==> src/hdl/cbt_pkg.sv <==
package cbt_pkg;

   // oscillator input and search limits
   localparam logic [22:0] OSC_IN_HZ = 23'd7370000;
   localparam logic [4:0]  Q_FIRST   = 5'd8;
   localparam logic [4:0]  Q_LAST    = 5'd25;
   localparam int          B_BITS    = 6;

   // csr register indexes
   localparam logic [1:0] REG_PLL_FEEDBACK = 2'd0;
   localparam logic [1:0] REG_PLL_POST     = 2'd1;
   localparam logic [1:0] REG_PLL_PRE      = 2'd2;

   // one candidate (quanta, doubling) moving along the search chain
   typedef struct packed {
      logic              valid;
      logic              first;
      logic              last;
      logic              rate_zero;
      logic [4:0]        q;
      logic              dbl;
      logic [25:0]       d;
      logic [32:0]       f2;
      logic [B_BITS-1:0] b;
   } cand_type;

   // candidate with its rate error terms
   typedef struct packed {
      logic              valid;
      logic              first;
      logic              last;
      logic              rate_zero;
      logic [4:0]        q;
      logic              dbl;
      logic [B_BITS-1:0] b;
      logic [32:0]       num;
      logic [11:0]       e;
   } err_type;

   // selection status toward the top level
   typedef struct packed {
      logic              pend;
      logic [B_BITS-1:0] b;
      logic [4:0]        q;
      logic              dbl;
   } res_type;

   // segment split {phase2, phase1, prop} per quanta count
   function automatic logic [8:0] seg_lookup(input logic [4:0] q);
      logic [8:0] s;
      case (q)
         5'd8:    s = {3'd1, 3'd1, 3'd2};
         5'd9:    s = {3'd1, 3'd2, 3'd2};
         5'd10:   s = {3'd2, 3'd2, 3'd2};
         5'd11:   s = {3'd2, 3'd2, 3'd3};
         5'd12:   s = {3'd2, 3'd3, 3'd3};
         5'd13:   s = {3'd3, 3'd3, 3'd3};
         5'd14:   s = {3'd3, 3'd3, 3'd4};
         5'd15:   s = {3'd3, 3'd4, 3'd4};
         5'd16:   s = {3'd4, 3'd4, 3'd4};
         5'd17:   s = {3'd4, 3'd4, 3'd5};
         5'd18:   s = {3'd4, 3'd5, 3'd5};
         5'd19:   s = {3'd5, 3'd5, 3'd5};
         5'd20:   s = {3'd5, 3'd5, 3'd6};
         5'd21:   s = {3'd5, 3'd6, 3'd6};
         5'd22:   s = {3'd6, 3'd6, 3'd6};
         5'd23:   s = {3'd6, 3'd6, 3'd7};
         5'd24:   s = {3'd6, 3'd7, 3'd7};
         5'd25:   s = {3'd7, 3'd7, 3'd7};
         default: s = {3'd1, 3'd1, 3'd2};
      endcase
      return s;
   endfunction

endpackage

==> src/hdl/cbt_req_if.sv <==
interface cbt_req_if;
   logic        valid;
   logic        ready;
   logic [19:0] bit_rate;

   modport source (output valid, output bit_rate, input ready);
   modport sink (input valid, input bit_rate, output ready);
endinterface

==> src/hdl/cbt_rsp_if.sv <==
interface cbt_rsp_if;
   logic       valid;
   logic       ready;
   logic [5:0] prescaler;
   logic [4:0] quanta_per_bit;
   logic       clock_double;
   logic [2:0] phase2_len;
   logic [2:0] phase1_len;
   logic [2:0] prop_len;

   modport source (output valid, output prescaler, output quanta_per_bit,
                   output clock_double, output phase2_len, output phase1_len,
                   output prop_len, input ready);
   modport sink (input valid, input prescaler, input quanta_per_bit,
                 input clock_double, input phase2_len, input phase1_len,
                 input prop_len, output ready);
endinterface

==> src/hdl/cbt_osc_div.sv <==
module cbt_osc_div
   import cbt_pkg::*;
(
   input  logic        clock,
   input  logic        reset,
   input  logic        start,
   input  logic [8:0]  pll_feedback,
   input  logic [1:0]  pll_post,
   input  logic [4:0]  pll_pre,
   output logic        busy,
   output logic [30:0] osc_half
);

   logic        load_ff, load_in;
   logic        busy_ff, busy_in;
   logic [4:0]  cnt_ff, cnt_in;
   logic [8:0]  rem_ff, rem_in;
   logic [31:0] quo_ff, quo_in;
   logic [31:0] dividend;
   logic [8:0]  divisor;
   logic [9:0]  shifted;

   // oscillator numerator and pll divider
   assign dividend = 32'(OSC_IN_HZ) * 32'({1'b0, pll_feedback} + 10'd2);
   assign divisor  = 9'({({1'b0, pll_post} + 3'd1), 1'b0}) * 9'({1'b0, pll_pre} + 6'd2);
   assign shifted  = {rem_ff, quo_ff[31]};

   // restoring division, one quotient bit per cycle
   always_comb begin
      load_in = 1'b0;
      busy_in = busy_ff;
      cnt_in  = cnt_ff;
      rem_in  = rem_ff;
      quo_in  = quo_ff;
      if (start) begin
         load_in = 1'b1;
         busy_in = 1'b1;
      end else if (load_ff) begin
         quo_in = dividend;
         rem_in = '0;
         cnt_in = '0;
      end else if (busy_ff) begin
         if (shifted >= {1'b0, divisor}) begin
            rem_in = 9'(shifted - {1'b0, divisor});
            quo_in = {quo_ff[30:0], 1'b1};
         end else begin
            rem_in = shifted[8:0];
            quo_in = {quo_ff[30:0], 1'b0};
         end
         cnt_in = cnt_ff + 5'd1;
         if (cnt_ff == 5'd31) begin
            busy_in = 1'b0;
         end
      end
   end

   always_ff @(posedge clock) begin
      if (reset) begin
         load_ff <= 1'b1;
         busy_ff <= 1'b1;
      end else begin
         load_ff <= load_in;
         busy_ff <= busy_in;
      end
      cnt_ff <= cnt_in;
      rem_ff <= rem_in;
      quo_ff <= quo_in;
   end

   assign busy     = busy_ff;
   assign osc_half = quo_ff[31:1];

endmodule

==> src/hdl/cbt_cell.sv <==
module cbt_cell
   import cbt_pkg::*;
(
   input  logic     clock,
   input  logic     reset,
   input  logic     en,
   input  logic [2:0] bit_idx,
   input  cand_type up_cand,
   output cand_type dn_cand
);

   cand_type              cand_ff, cand_in;
   logic [B_BITS-1:0]     trial;
   logic [32:0]           prod;

   // try one prescaler bit: keep it while 2f > (2t+1)d
   assign trial = up_cand.b | (B_BITS'(1) << bit_idx);
   assign prod  = 33'({trial, 1'b1}) * 33'(up_cand.d);

   always_comb begin
      cand_in = up_cand;
      if (up_cand.f2 > prod) begin
         cand_in.b = trial;
      end
   end

   always_ff @(posedge clock) begin
      if (reset) begin
         cand_ff.valid <= 1'b0;
      end else if (en) begin
         cand_ff <= cand_in;
      end
   end

   assign dn_cand = cand_ff;

endmodule

==> src/hdl/cbt_select.sv <==
module cbt_select
   import cbt_pkg::*;
(
   input  logic     clock,
   input  logic     reset,
   input  logic     en,
   input  cand_type up_cand,
   output res_type  res
);

   err_type           err_ff, err_in;
   logic [32:0]       re;
   logic [32:0]       f;
   logic [B_BITS-1:0] best_b_ff;
   logic [4:0]        best_q_ff;
   logic              best_dbl_ff;
   logic [32:0]       best_num_ff;
   logic [11:0]       best_e_ff;
   logic [44:0]       lhs;
   logic [44:0]       rhs;
   logic              take;

   // error terms: |d*(b+1) - f| over 2q(b+1)
   assign re = 33'(up_cand.d) * 33'({1'b0, up_cand.b} + 7'd1);
   assign f  = {1'b0, up_cand.f2[32:1]};

   always_comb begin
      err_in.valid     = up_cand.valid;
      err_in.first     = up_cand.first;
      err_in.last      = up_cand.last;
      err_in.rate_zero = up_cand.rate_zero;
      err_in.q         = up_cand.q;
      err_in.dbl       = up_cand.dbl;
      err_in.b         = up_cand.b;
      err_in.num       = (re >= f) ? (re - f) : (f - re);
      err_in.e         = 12'({up_cand.q, 1'b0}) * 12'({1'b0, up_cand.b} + 7'd1);
   end

   always_ff @(posedge clock) begin
      if (reset) begin
         err_ff.valid <= 1'b0;
      end else if (en) begin
         err_ff <= err_in;
      end
   end

   // exact compare by cross products, first strictly smaller wins
   assign lhs  = 45'(err_ff.num) * 45'(best_e_ff);
   assign rhs  = 45'(best_num_ff) * 45'(err_ff.e);
   assign take = err_ff.valid && (err_ff.first || (!err_ff.rate_zero && (lhs < rhs)));

   always_ff @(posedge clock) begin
      if (en && take) begin
         best_b_ff   <= err_ff.b;
         best_q_ff   <= err_ff.q;
         best_dbl_ff <= err_ff.dbl;
         best_num_ff <= err_ff.num;
         best_e_ff   <= err_ff.e;
      end
   end

   assign res.pend = err_ff.valid && err_ff.last;
   assign res.b    = take ? err_ff.b   : best_b_ff;
   assign res.q    = take ? err_ff.q   : best_q_ff;
   assign res.dbl  = take ? err_ff.dbl : best_dbl_ff;

endmodule

==> src/hdl/can_bit_timing_search.sv <==
// each input yields 36 candidates, passing 8 stages (generator register,
// prescaler cells, error register) on their way to the output register;
// the candidate generator issues one (quanta, doubling) pair per cycle into the
// search chain unless it stalls, and keeps req ready low until the last is out
// reset: pll registers take their defaults and the oscillator is divided again,
// which holds req ready low until the divide ends; every csr write does the same
module can_bit_timing_search
   import cbt_pkg::*;
(
   input  logic              clock,
   input  logic              reset,
   cbt_req_if.sink           req_chan,
   cbt_rsp_if.source         rsp_chan,
   input  logic              csr_we,
   input  logic [1:0]        csr_index,
   input  logic [8:0]        csr_wdata
);

   logic [8:0]  fb_ff;
   logic [1:0]  post_ff;
   logic [4:0]  pre_ff;
   logic        osc_busy;
   logic [30:0] osc_half;

   logic        gen_busy_ff, gen_busy_in;
   logic        gen_first_ff, gen_first_in;
   logic [19:0] gen_rate_ff, gen_rate_in;
   logic [4:0]  gen_q_ff, gen_q_in;
   logic        gen_dbl_ff, gen_dbl_in;
   logic        gen_last;
   cand_type    gen_cand_ff, gen_cand_in;

   cand_type    chain [B_BITS+1];
   res_type     res;
   logic        en;
   logic        done;
   logic        req_take;

   logic              rsp_valid_ff, rsp_valid_in;
   logic [B_BITS-1:0] rsp_b_ff;
   logic [4:0]        rsp_q_ff;
   logic              rsp_dbl_ff;
   logic [8:0]        seg;

   // pll registers
   always_ff @(posedge clock) begin
      if (reset) begin
         fb_ff   <= 9'd48;
         post_ff <= 2'd1;
         pre_ff  <= 5'd0;
      end else if (csr_we) begin
         case (csr_index)
            REG_PLL_FEEDBACK: fb_ff   <= csr_wdata;
            REG_PLL_POST:     post_ff <= csr_wdata[1:0];
            REG_PLL_PRE:      pre_ff  <= csr_wdata[4:0];
            default:          ;
         endcase
      end
   end

   cbt_osc_div u_osc_div (
      .clock        (clock),
      .reset        (reset),
      .start        (csr_we),
      .pll_feedback (fb_ff),
      .pll_post     (post_ff),
      .pll_pre      (pre_ff),
      .busy         (osc_busy),
      .osc_half     (osc_half)
   );

   // chain stalls only when a finished item meets a full output register not being read
   assign en       = !(res.pend && rsp_valid_ff && !rsp_chan.ready);
   assign done     = en && res.pend;
   assign req_take = req_chan.valid && req_chan.ready;
   assign req_chan.ready = !gen_busy_ff && !osc_busy;

   // candidate generator, quanta outer and doubling inner
   assign gen_last = (gen_q_ff == Q_LAST) && gen_dbl_ff;

   always_comb begin
      gen_busy_in  = gen_busy_ff;
      gen_first_in = gen_first_ff;
      gen_rate_in  = gen_rate_ff;
      gen_q_in     = gen_q_ff;
      gen_dbl_in   = gen_dbl_ff;
      gen_cand_in  = gen_cand_ff;
      if (en) begin
         gen_cand_in.valid     = gen_busy_ff;
         gen_cand_in.first     = gen_first_ff;
         gen_cand_in.last      = gen_last;
         gen_cand_in.rate_zero = (gen_rate_ff == 20'd0);
         gen_cand_in.q         = gen_q_ff;
         gen_cand_in.dbl       = gen_dbl_ff;
         gen_cand_in.d         = 26'({gen_q_ff, 1'b0}) * 26'(gen_rate_ff);
         gen_cand_in.f2        = gen_dbl_ff ? {osc_half, 2'b00} : {1'b0, osc_half, 1'b0};
         gen_cand_in.b         = '0;
         if (gen_busy_ff) begin
            gen_first_in = 1'b0;
            gen_dbl_in   = !gen_dbl_ff;
            if (gen_dbl_ff) begin
               gen_q_in = gen_q_ff + 5'd1;
            end
            if (gen_last) begin
               gen_busy_in = 1'b0;
            end
         end
      end
      if (req_take) begin
         gen_busy_in  = 1'b1;
         gen_first_in = 1'b1;
         gen_rate_in  = req_chan.bit_rate;
         gen_q_in     = Q_FIRST;
         gen_dbl_in   = 1'b0;
      end
   end

   always_ff @(posedge clock) begin
      if (reset) begin
         gen_busy_ff       <= 1'b0;
         gen_cand_ff.valid <= 1'b0;
      end else begin
         gen_busy_ff <= gen_busy_in;
         gen_cand_ff <= gen_cand_in;
      end
      gen_first_ff <= gen_first_in;
      gen_rate_ff  <= gen_rate_in;
      gen_q_ff     <= gen_q_in;
      gen_dbl_ff   <= gen_dbl_in;
   end

   // prescaler search, one bit per cell from the top bit down
   assign chain[0] = gen_cand_ff;

   for (genvar i = 0; i < B_BITS; i++) begin : g_cell
      cbt_cell u_cell (
         .clock   (clock),
         .reset   (reset),
         .en      (en),
         .bit_idx (3'(B_BITS - 1 - i)),
         .up_cand (chain[i]),
         .dn_cand (chain[i+1])
      );
   end

   cbt_select u_select (
      .clock   (clock),
      .reset   (reset),
      .en      (en),
      .up_cand (chain[B_BITS]),
      .res     (res)
   );

   // output register
   always_comb begin
      rsp_valid_in = rsp_valid_ff;
      if (rsp_chan.valid && rsp_chan.ready) begin
         rsp_valid_in = 1'b0;
      end
      if (done) begin
         rsp_valid_in = 1'b1;
      end
   end

   always_ff @(posedge clock) begin
      if (reset) begin
         rsp_valid_ff <= 1'b0;
      end else begin
         rsp_valid_ff <= rsp_valid_in;
      end
      if (done) begin
         rsp_b_ff   <= res.b;
         rsp_q_ff   <= res.q;
         rsp_dbl_ff <= res.dbl;
      end
   end

   assign seg = seg_lookup(rsp_q_ff);

   assign rsp_chan.valid          = rsp_valid_ff;
   assign rsp_chan.prescaler      = rsp_b_ff;
   assign rsp_chan.quanta_per_bit = rsp_q_ff;
   assign rsp_chan.clock_double   = rsp_dbl_ff;
   assign rsp_chan.phase2_len     = seg[8:6];
   assign rsp_chan.phase1_len     = seg[5:3];
   assign rsp_chan.prop_len       = seg[2:0];

   // generator stays within the quanta range while issuing
   a_gen_q_range: assert property (@(posedge clock) disable iff (reset)
      gen_busy_ff |-> (gen_q_ff >= Q_FIRST && gen_q_ff <= Q_LAST))
      else $error("generator quanta out of range");

   // the last candidate leaves the generator idle
   a_gen_last_idle: assert property (@(posedge clock) disable iff (reset)
      (gen_busy_ff && en && gen_last && !req_take) |=> !gen_busy_ff)
      else $error("generator still busy after last candidate");

   // a delivered result carries a searched quanta count
   a_rsp_q_range: assert property (@(posedge clock) disable iff (reset)
      rsp_valid_ff |-> (rsp_q_ff >= Q_FIRST && rsp_q_ff <= Q_LAST))
      else $error("result quanta out of range");

   // no item enters while the oscillator divide runs
   a_no_take_osc: assert property (@(posedge clock) disable iff (reset)
      req_take |-> (!osc_busy && !gen_busy_ff))
      else $error("transfer accepted during oscillator divide");

endmodule
==> src/flat_wrapper.sv <==
// flat-port wrapper written by rule: the top's interface ports become plain ports
module can_bit_timing_search_flat import cbt_pkg::*;
  (clock, reset, csr_we, csr_index, csr_wdata, req_chan_valid, req_chan_bit_rate, req_chan_ready, rsp_chan_valid, rsp_chan_prescaler, rsp_chan_quanta_per_bit, rsp_chan_clock_double, rsp_chan_phase2_len, rsp_chan_phase1_len, rsp_chan_prop_len, rsp_chan_ready);
  cbt_req_if req_chan_i ();
  cbt_rsp_if rsp_chan_i ();
  input  logic clock;
  input  logic reset;
  input  logic csr_we;
  input  logic [1:0] csr_index;
  input  logic [8:0] csr_wdata;
  input wire logic [$bits(req_chan_i.valid)-1:0] req_chan_valid;
  input wire logic [$bits(req_chan_i.bit_rate)-1:0] req_chan_bit_rate;
  output wire logic [$bits(req_chan_i.ready)-1:0] req_chan_ready;
  output wire logic [$bits(rsp_chan_i.valid)-1:0] rsp_chan_valid;
  output wire logic [$bits(rsp_chan_i.prescaler)-1:0] rsp_chan_prescaler;
  output wire logic [$bits(rsp_chan_i.quanta_per_bit)-1:0] rsp_chan_quanta_per_bit;
  output wire logic [$bits(rsp_chan_i.clock_double)-1:0] rsp_chan_clock_double;
  output wire logic [$bits(rsp_chan_i.phase2_len)-1:0] rsp_chan_phase2_len;
  output wire logic [$bits(rsp_chan_i.phase1_len)-1:0] rsp_chan_phase1_len;
  output wire logic [$bits(rsp_chan_i.prop_len)-1:0] rsp_chan_prop_len;
  input wire logic [$bits(rsp_chan_i.ready)-1:0] rsp_chan_ready;
  assign req_chan_i.valid = req_chan_valid;
  assign req_chan_i.bit_rate = req_chan_bit_rate;
  assign req_chan_ready = req_chan_i.ready;
  assign rsp_chan_valid = rsp_chan_i.valid;
  assign rsp_chan_prescaler = rsp_chan_i.prescaler;
  assign rsp_chan_quanta_per_bit = rsp_chan_i.quanta_per_bit;
  assign rsp_chan_clock_double = rsp_chan_i.clock_double;
  assign rsp_chan_phase2_len = rsp_chan_i.phase2_len;
  assign rsp_chan_phase1_len = rsp_chan_i.phase1_len;
  assign rsp_chan_prop_len = rsp_chan_i.prop_len;
  assign rsp_chan_i.ready = rsp_chan_ready;
  can_bit_timing_search u_core (.clock(clock), .reset(reset), .req_chan(req_chan_i), .rsp_chan(rsp_chan_i), .csr_we(csr_we), .csr_index(csr_index), .csr_wdata(csr_wdata));
endmodule
==> config.mk <==
export PLATFORM = sky130hd
export DESIGN_NAME = can_bit_timing_search_flat
export DESIGN_NICKNAME = d
export VERILOG_FILES = /design/src/hdl/cbt_pkg.sv /design/src/hdl/cbt_req_if.sv /design/src/hdl/cbt_rsp_if.sv /design/src/hdl/cbt_osc_div.sv /design/src/hdl/cbt_cell.sv /design/src/hdl/cbt_select.sv /design/src/hdl/can_bit_timing_search.sv /design/src/flat_wrapper.sv
export SDC_FILE = /design/constraint.sdc
export NUM_CORES = 2
export LEC_CHECK = 0
export BUFFER_PORTS_ARGS = -buffer_cell sky130_fd_sc_hd__clkbuf_2
export CORE_MARGIN = 2
export CORE_UTILIZATION = 40
export CTS_BUF_LIST = sky130_fd_sc_hd__clkbuf_8
export CTS_CLUSTER_DIAMETER = 80
export DETAILED_ROUTE_END_ITERATION = 6
export GPL_TIMING_DRIVEN = 0
export MAX_ROUTING_LAYER = met4
export PLACE_DENSITY_LB_ADDON = 0.08
export SLEW_MARGIN = 20
export SYNTH_ARGS = -nofsm -noshare
export SYNTH_HDL_FRONTEND = slang
export SYNTH_SLANG_ARGS = --single-unit
==> constraint.sdc <==
create_clock -name clock -period 41.4 [get_ports clock]
set_clock_uncertainty 0.15 [all_clocks]
set_input_delay 2.07 -clock clock [delete_from_list [all_inputs] [get_ports clock]]
set_output_delay 2.07 -clock clock [all_outputs]
set_load 0.05 [all_outputs]
# Word level (Yosys, flattened, before mapping)
# Memory sizes are Yosys's and may differ from the RTL's. A register that Yosys moved wholly into a read port is not among the register bits.
# Index checks and enable logic that the tools add are counted.
[totals]
regBits = 733
latch_bits = 0
mem_bits_rw = 0
rom_bits = 288
inputBits = 36
out_inout_bits = 23
wordCells = 194
mem_count = 1
[mem_list]
columns = ["memory", "depth", "width", "rd", "rd_ports_with_merged_regs", "wr", "line_no", "source"]
rows = [
  ["(name not given)", 32, 9, 1, 1, 0, "cbt_pkg.sv:51", "case (q)"],
]
[classes]
n_addsub = 10
multipliers = 13
div_mod_pow = 0
magnitude_cmp = 9
eq_ne = 5
n_shift = 0
mux = 21
bitwise_logic = 3
n_reduce_logical = 30
[ops]
columns = ["op", "n"]
rows = [
  ["33-bit greater-than comparator", 6],
  ["7-bit by 25-bit multiplier with 32-bit output", 5],
  ["32-bit two-way mux", 3],
  ["33-bit by 11-bit multiplier with 44-bit output", 2],
  ["45-bit less-than comparator", 1],
  ["33-bit by 32-bit >= comparator with 1-bit output", 1],
  ["25-bit by 33-bit multiplier with 32-bit output", 1],
  ["33-bit two-way mux", 1],
  ["32-bit by 33-bit subtractor with 33-bit output", 1],
  ["33-bit by 32-bit subtractor with 33-bit output", 1],
  ["19-bit by 32-bit multiplier with 28-bit output, first input constant", 1],
  ["7-bit by 25-bit multiplier with 32-bit output, first input constant", 1],
  ["5-bit by 20-bit multiplier with 25-bit output", 1],
  ["20-bit zero test", 1],
  ["9-bit two-way mux", 2],
  ["5-bit two-way mux", 3],
  ["6-bit by 1-bit adder with 7-bit output, second input constant", 2],
  ["2-bit AND reduction", 6],
  ["1-bit logical AND", 11],
  ["5-bit by 7-bit multiplier with 11-bit output", 1],
  ["1-bit two-way mux", 11],
  ["5-bit by 1-bit adder with 5-bit output, second input constant", 2],
  ["9-bit by 2-bit adder with 10-bit output, second input constant", 1],
  ["5-bit == test, second input constant", 2],
  ["other kinds (16)", 24],
]

# Depth between registers and ports, before layout
[depth]
word_depth = 7
mapped_depth = 36
ltp_nobuf = 33

# Modules after synthesis
# From an unflattened synthesis, not the netlist that was laid out.
[hier_totals]
cells_unflattened = 10626
area_unflattened_um2 = 102564.6
[by_module_without_submodules]
columns = ["mod", "n_inst", "cells_each", "area_each_um2", "seq_area_each_um2"]
rows = [
  ["cbt_select", 1, 4005, 36070.8, 3473.3],
  ["cbt_cell (u_core.g_cell[0].u_cell ...)", 4, 884, 8713.4, 2242.2],
  ["cbt_cell (u_core.g_cell[4].u_cell)", 1, 890, 8754.6, 2242.2],
  ["cbt_cell (u_core.g_cell[5].u_cell)", 1, 867, 8639.5, 2242.2],
  ["can_bit_timing_search", 1, 707, 8072.7, 3643.5],
  ["cbt_osc_div", 1, 621, 6173.4, 1421.4],
]

# Worst setup path before layout
# No wires, ideal clock.
[synth_timing]
path_type = "input -> register"
start = "in reset"
end = "reg u_core.gen_cand_ff, in the netlist u_core.chain[457] (enable)"
setup_time_ns = 1.463
t_arrival_ns = 24.922
required_ns = 39.787
slack_ns = 14.864
cell_stages = 3
path_cell_list = "clkbuf_1 -> clkbuf_1 -> nor2_1"
[synth_via]
elab_chain_cells = 2
[synth_lines]
columns = ["item", "line_no", "source"]
rows = [
  ["from (decl)", "flat_wrapper.sv:7", "input logic reset;"],
  ["1-bit NOT (no source line)", "n/a", ""],
  ["2-bit AND reduction (no source line)", "n/a", ""],
  ["to (signal assigned)", "can_bit_timing_search.sv:124", "gen_cand_ff <= gen_cand_in;"],
  ["to (decl)", "can_bit_timing_search.sv:31", "cand_type gen_cand_ff, gen_cand_in;"],
]
# No other way between the ends.
# A chain may end at the register's enable or synchronous reset.

# Worst setup path in the final report
[layout_timing]
start = "reg u_core.u_select.err_ff[5] (netlist name)"
end = "reg u_core.u_select.best_num_ff[13] (enable)"
[layout_via]
elab_chain_cells = 6
[layout_lines]
columns = ["item", "line_no", "source"]
rows = [
  ["from (decl)", "cbt_select.sv:11", "err_type err_ff, err_in;"],
  ["from (signal assigned)", "cbt_select.sv:43", "err_ff <= err_in;"],
  ["33-bit by 11-bit multiplier with 44-bit output", "cbt_select.sv:49", "assign rhs = 45'(best_num_ff) * 45'(err_ff.e);"],
  ["45-bit less-than comparator", "cbt_select.sv:50", "assign take = err_ff.valid && (err_ff.first || (!err_ff.rate_zero && (lhs < rhs)));"],
  ["1-bit logical AND", "cbt_select.sv:50", ""],
  ["1-bit logical OR", "cbt_select.sv:50", ""],
  ["1-bit logical AND", "cbt_select.sv:50", ""],
  ["1-bit logical AND", "cbt_select.sv:53", "if (en && take) begin"],
  ["to (signal assigned)", "cbt_select.sv:57", "best_num_ff <= err_ff.num;"],
  ["to (decl)", "cbt_select.sv:17", "logic [32:0] best_num_ff;"],
]
# No other way between the ends.

==> impl_metrics.json <==
{
  "status": "finished clean",
  "synthCells": 8620,
  "num_vias": 61000,
  "clk_path_buf_depth": 3,
  "syn_area_per_cell_um2": 10.1,
  "maxCapViolCount": 0,
  "die_x_um": 469,
  "setup_viol": 0,
  "worstMarginPinSlew_ps": 1130,
  "globalRouteOverflowTotal": 0,
  "design.core.area_um2": 215000,
  "period_minus_slack_ps": 12880,
  "place_congestion": 0.900,
  "fin_area_um2": 94000,
  "htree_levels": 4,
  "syn_nets": 10900,
  "cpMostUsedCell": "fa_1",
  "grt_pass1_wl_mm": 375,
  "ff2ff_setup_slack_ps": 28520,
  "nets": 11100,
  "port_buffers": 57,
  "place_ws_ps": 28490,
  "synth-edff-count": 676,
  "slew_headroom_pct": 25.0,
  "antenna_found_initial": 9,
  "synth-main-ff-cell": "edfxtp_1",
  "max_stage_delay_ps": 890,
  "synth-async-reset-ratio_pct": 0,
  "top_layer": "met4",
  "post_route_cells_drive_above_1_share_pct": 4.32,
  "ys_warn_count": 0,
  "drc_errors": 0,
  "dp_hpwl_mm": 199,
  "met2_length_mm": 111,
  "netlist.area_leader.share_pct": 25.6,
  "yosysMostFrequentCell": "inv_1",
  "critPathSlowestCell": "nor4_1",
  "wl_per_cell_um": 20.0,
  "seqCellArea_um2": 21200,
  "crit_arrival_ps": 13370,
  "rsz0062_at_grt": "no",
  "hold_violations": 0,
  "dr.pass1.iters": 5,
  "root_buffer": "clkbuf_8",
  "yosysTopAreaCell": "fa_1",
  "crit_start": "u_core.u_select.err_ff[5]",
  "postCtsHoldBufs": 0,
  "clk_latency_ps": 920,
  "rows": 170,
  "critPathMaxFanout": 22,
  "dieArea_um2": 220000,
  "cts.sinks": 720,
  "cts_tree": "built",
  "viasPerCell": 5.17,
  "grt_max_degree": 30,
  "final_util_pct": 43.7,
  "hold_start": "u_core.g_cell[0].u_cell.dn_cand[69]",
  "multi_input_area_um2": 59200,
  "drt-met1-wl_mm": 109,
  "syn_to_final_growth_pct": 8.46,
  "synth_area_um2": 86700,
  "finalCritPeriodShare_pct": 31.1,
  "yosys-top-cells-count": "1,391 x inv_1, 1,142 x nand2_1, 1,110 x fa_1",
  "cts_setup_buffers": 0,
  "nFillCells": 20800,
  "met3WireLength_mm": 10.7,
  "fp.dieH_um": 469,
  "ant_nets": 0,
  "path_class": "reg2reg",
  "synth.area.top_cells": "fa_1 26%, edfxtp_1 23%, ha_1 16%",
  "r2r-start": "u_core.u_select.err_ff[5]",
  "startpoint_type": "flip-flop",
  "ys_ff_latch": 720,
  "ys_types": 88,
  "crit_required_ps": 41900,
  "max_clock_freq_mhz": 77.7,
  "post_cts_resized": 0,
  "grt.total_usage_pct": 22.6,
  "cts_made_buffers": 142,
  "yosysSeqAreaShare_pct": 24.4,
  "hold_class": "reg2reg",
  "cts.clk_slew.worst_paths_ps": 60,
  "grt_pass1_vias": 64200,
  "setup_slack_ps": 28520,
  "slew_viol_final": 0,
  "drt_iter0_drc": 3495,
  "num_io_pins": 59,
  "routed_wl_mm": 236,
  "initial_core_util_pct": 40.3,
  "place_area_um2": 91100,
  "endpoint_kind": "flip-flop",
  "setup_tns_ps": 0
}
==> cell type report <==
type	count	share of cell area [%]
buffer	270	1.12
timing repair buffer	84	0.953
antenna	7	0.0186
inverter	1395	5.57
clock buffer	149	2.18
tap	2838	3.78
multi-input combinational	6235	63.0
clock inverter	105	0.824
sequential	720	22.5
==> worst paths after layout <==
| check | cells after the start | to |
|---|---|---|
| worst max-delay path | 31 | u_core.u_select.best_num_ff[13] |
| worst min-delay path | 0 | u_core.g_cell[1].u_cell.dn_cand[69] |
| worst max register to register | 31 | u_core.u_select.best_num_ff[13] |
| worst min register to register | 0 | u_core.g_cell[1].u_cell.dn_cand[69] |
==> stage by stage <==
| stage | cells | hold WS [ps] |
|---|---|---|
| 4_1_cts | 11800 | 262 |
| 6_report | 11800 | 251 |
| 5_1_grt | 11800 | 271 |
| 2_1_floorplan | 8620 | 250 |
| 3_5_place_dp | 11500 | 255 |
| 3_3_place_gp | 11500 | 251 |
==> registers in the layout, indices dropped and copies added, names as in the netlist, 2 cells and up <==
| signal | cells |
|---|---|
| u_core.u_osc_div.rem_ff | 9 |
| u_core.u_select.best_q_ff | 5 |
| u_core.u_select.best_b_ff | 6 |
| u_core.u_osc_div.quo_ff | 32 |
| u_core.u_select.best_num_ff | 33 |
| u_core.u_select.err_ff | 60 |
| u_core.rsp_chan.prescaler | 6 |
| u_core.u_osc_div.cnt_ff | 5 |
| u_core.pre_ff | 5 |
| u_core.seg | 9 |
| u_core.post_ff | 2 |
| u_core.u_select.best_e_ff | 11 |
| u_core.fb_ff | 9 |
| u_core.gen_q_ff | 5 |
| u_core.gen_rate_ff | 20 |
| u_core.chain | 67 |
| u_core.g_cell.u_cell.dn_cand | 423 |
| u_core.rsp_chan.quanta_per_bit | 5 |
==> worst max-delay path, delay by kind of cell, from the launching register on <==
family                     cells  cell delay (ps)
adders and majority gates      7             3110
DFF                            1              580
and+or+nand+nor                7             2640
buffers and inverters          7             2480
AOI/OAI and AO/OA             10             3600
==> cell families after synthesis <==
family                   share of synthesized area, %
AND/OR/NAND/NOR                                  13.0
XOR/XNOR                                         3.66
adder cells (fa/ha/maj)                          41.3
flip-flops                                       24.4
buffers and inverters                            7.26
multiplexers                                     1.41
AO/OA/AOI/OAI                                    8.93
==> placed cells by master (no fill, tap or decap), types with 13 or more instances in the layout <==
master	netlist	layout
o21bai_1	66	66
nor3_1	59	59
xor2_1	151	151
clkinv_1	0	22
mux2i_1	47	47
buf_12	0	16
nor4_1	22	21
nand2b_1	80	80
o211ai_1	19	19
clkbuf_8	0	149
nand3_1	91	91
ha_1	1085	1085
nor2_1	232	229
mux2_2	55	55
a31oi_1	33	33
a211oi_1	42	42
xnor2_1	211	211
nand4_1	82	82
nor2b_1	93	93
nand2_1	1142	1142
o21ai_0	135	135
a21o_1	244	244
clkbuf_2	0	58
or3_1	19	19
fa_1	1110	1110
inv_1	1391	1421
o21ai_1	56	56
edfxtp_1	676	676
and3_1	48	48
dfxtp_1	44	44
clkbuf_1	260	259
a21oi_1	378	378
clkinv_2	1	29
or2_2	13	13
and2_1	448	448
o21a_1	63	63
==> metal layers <==
metal | global-route usage, % | vias up
met5 | - | -
li1 | - | 28800
met2 | 36.4 | 1208
met1 | 30.5 | 30700
met4 | 5.01 | 0
met3 | 2.94 | 276
Power is left out: the tool's default activity adds up to more than one toggle a clock period on the data nets, which glitch-free logic cannot reach.
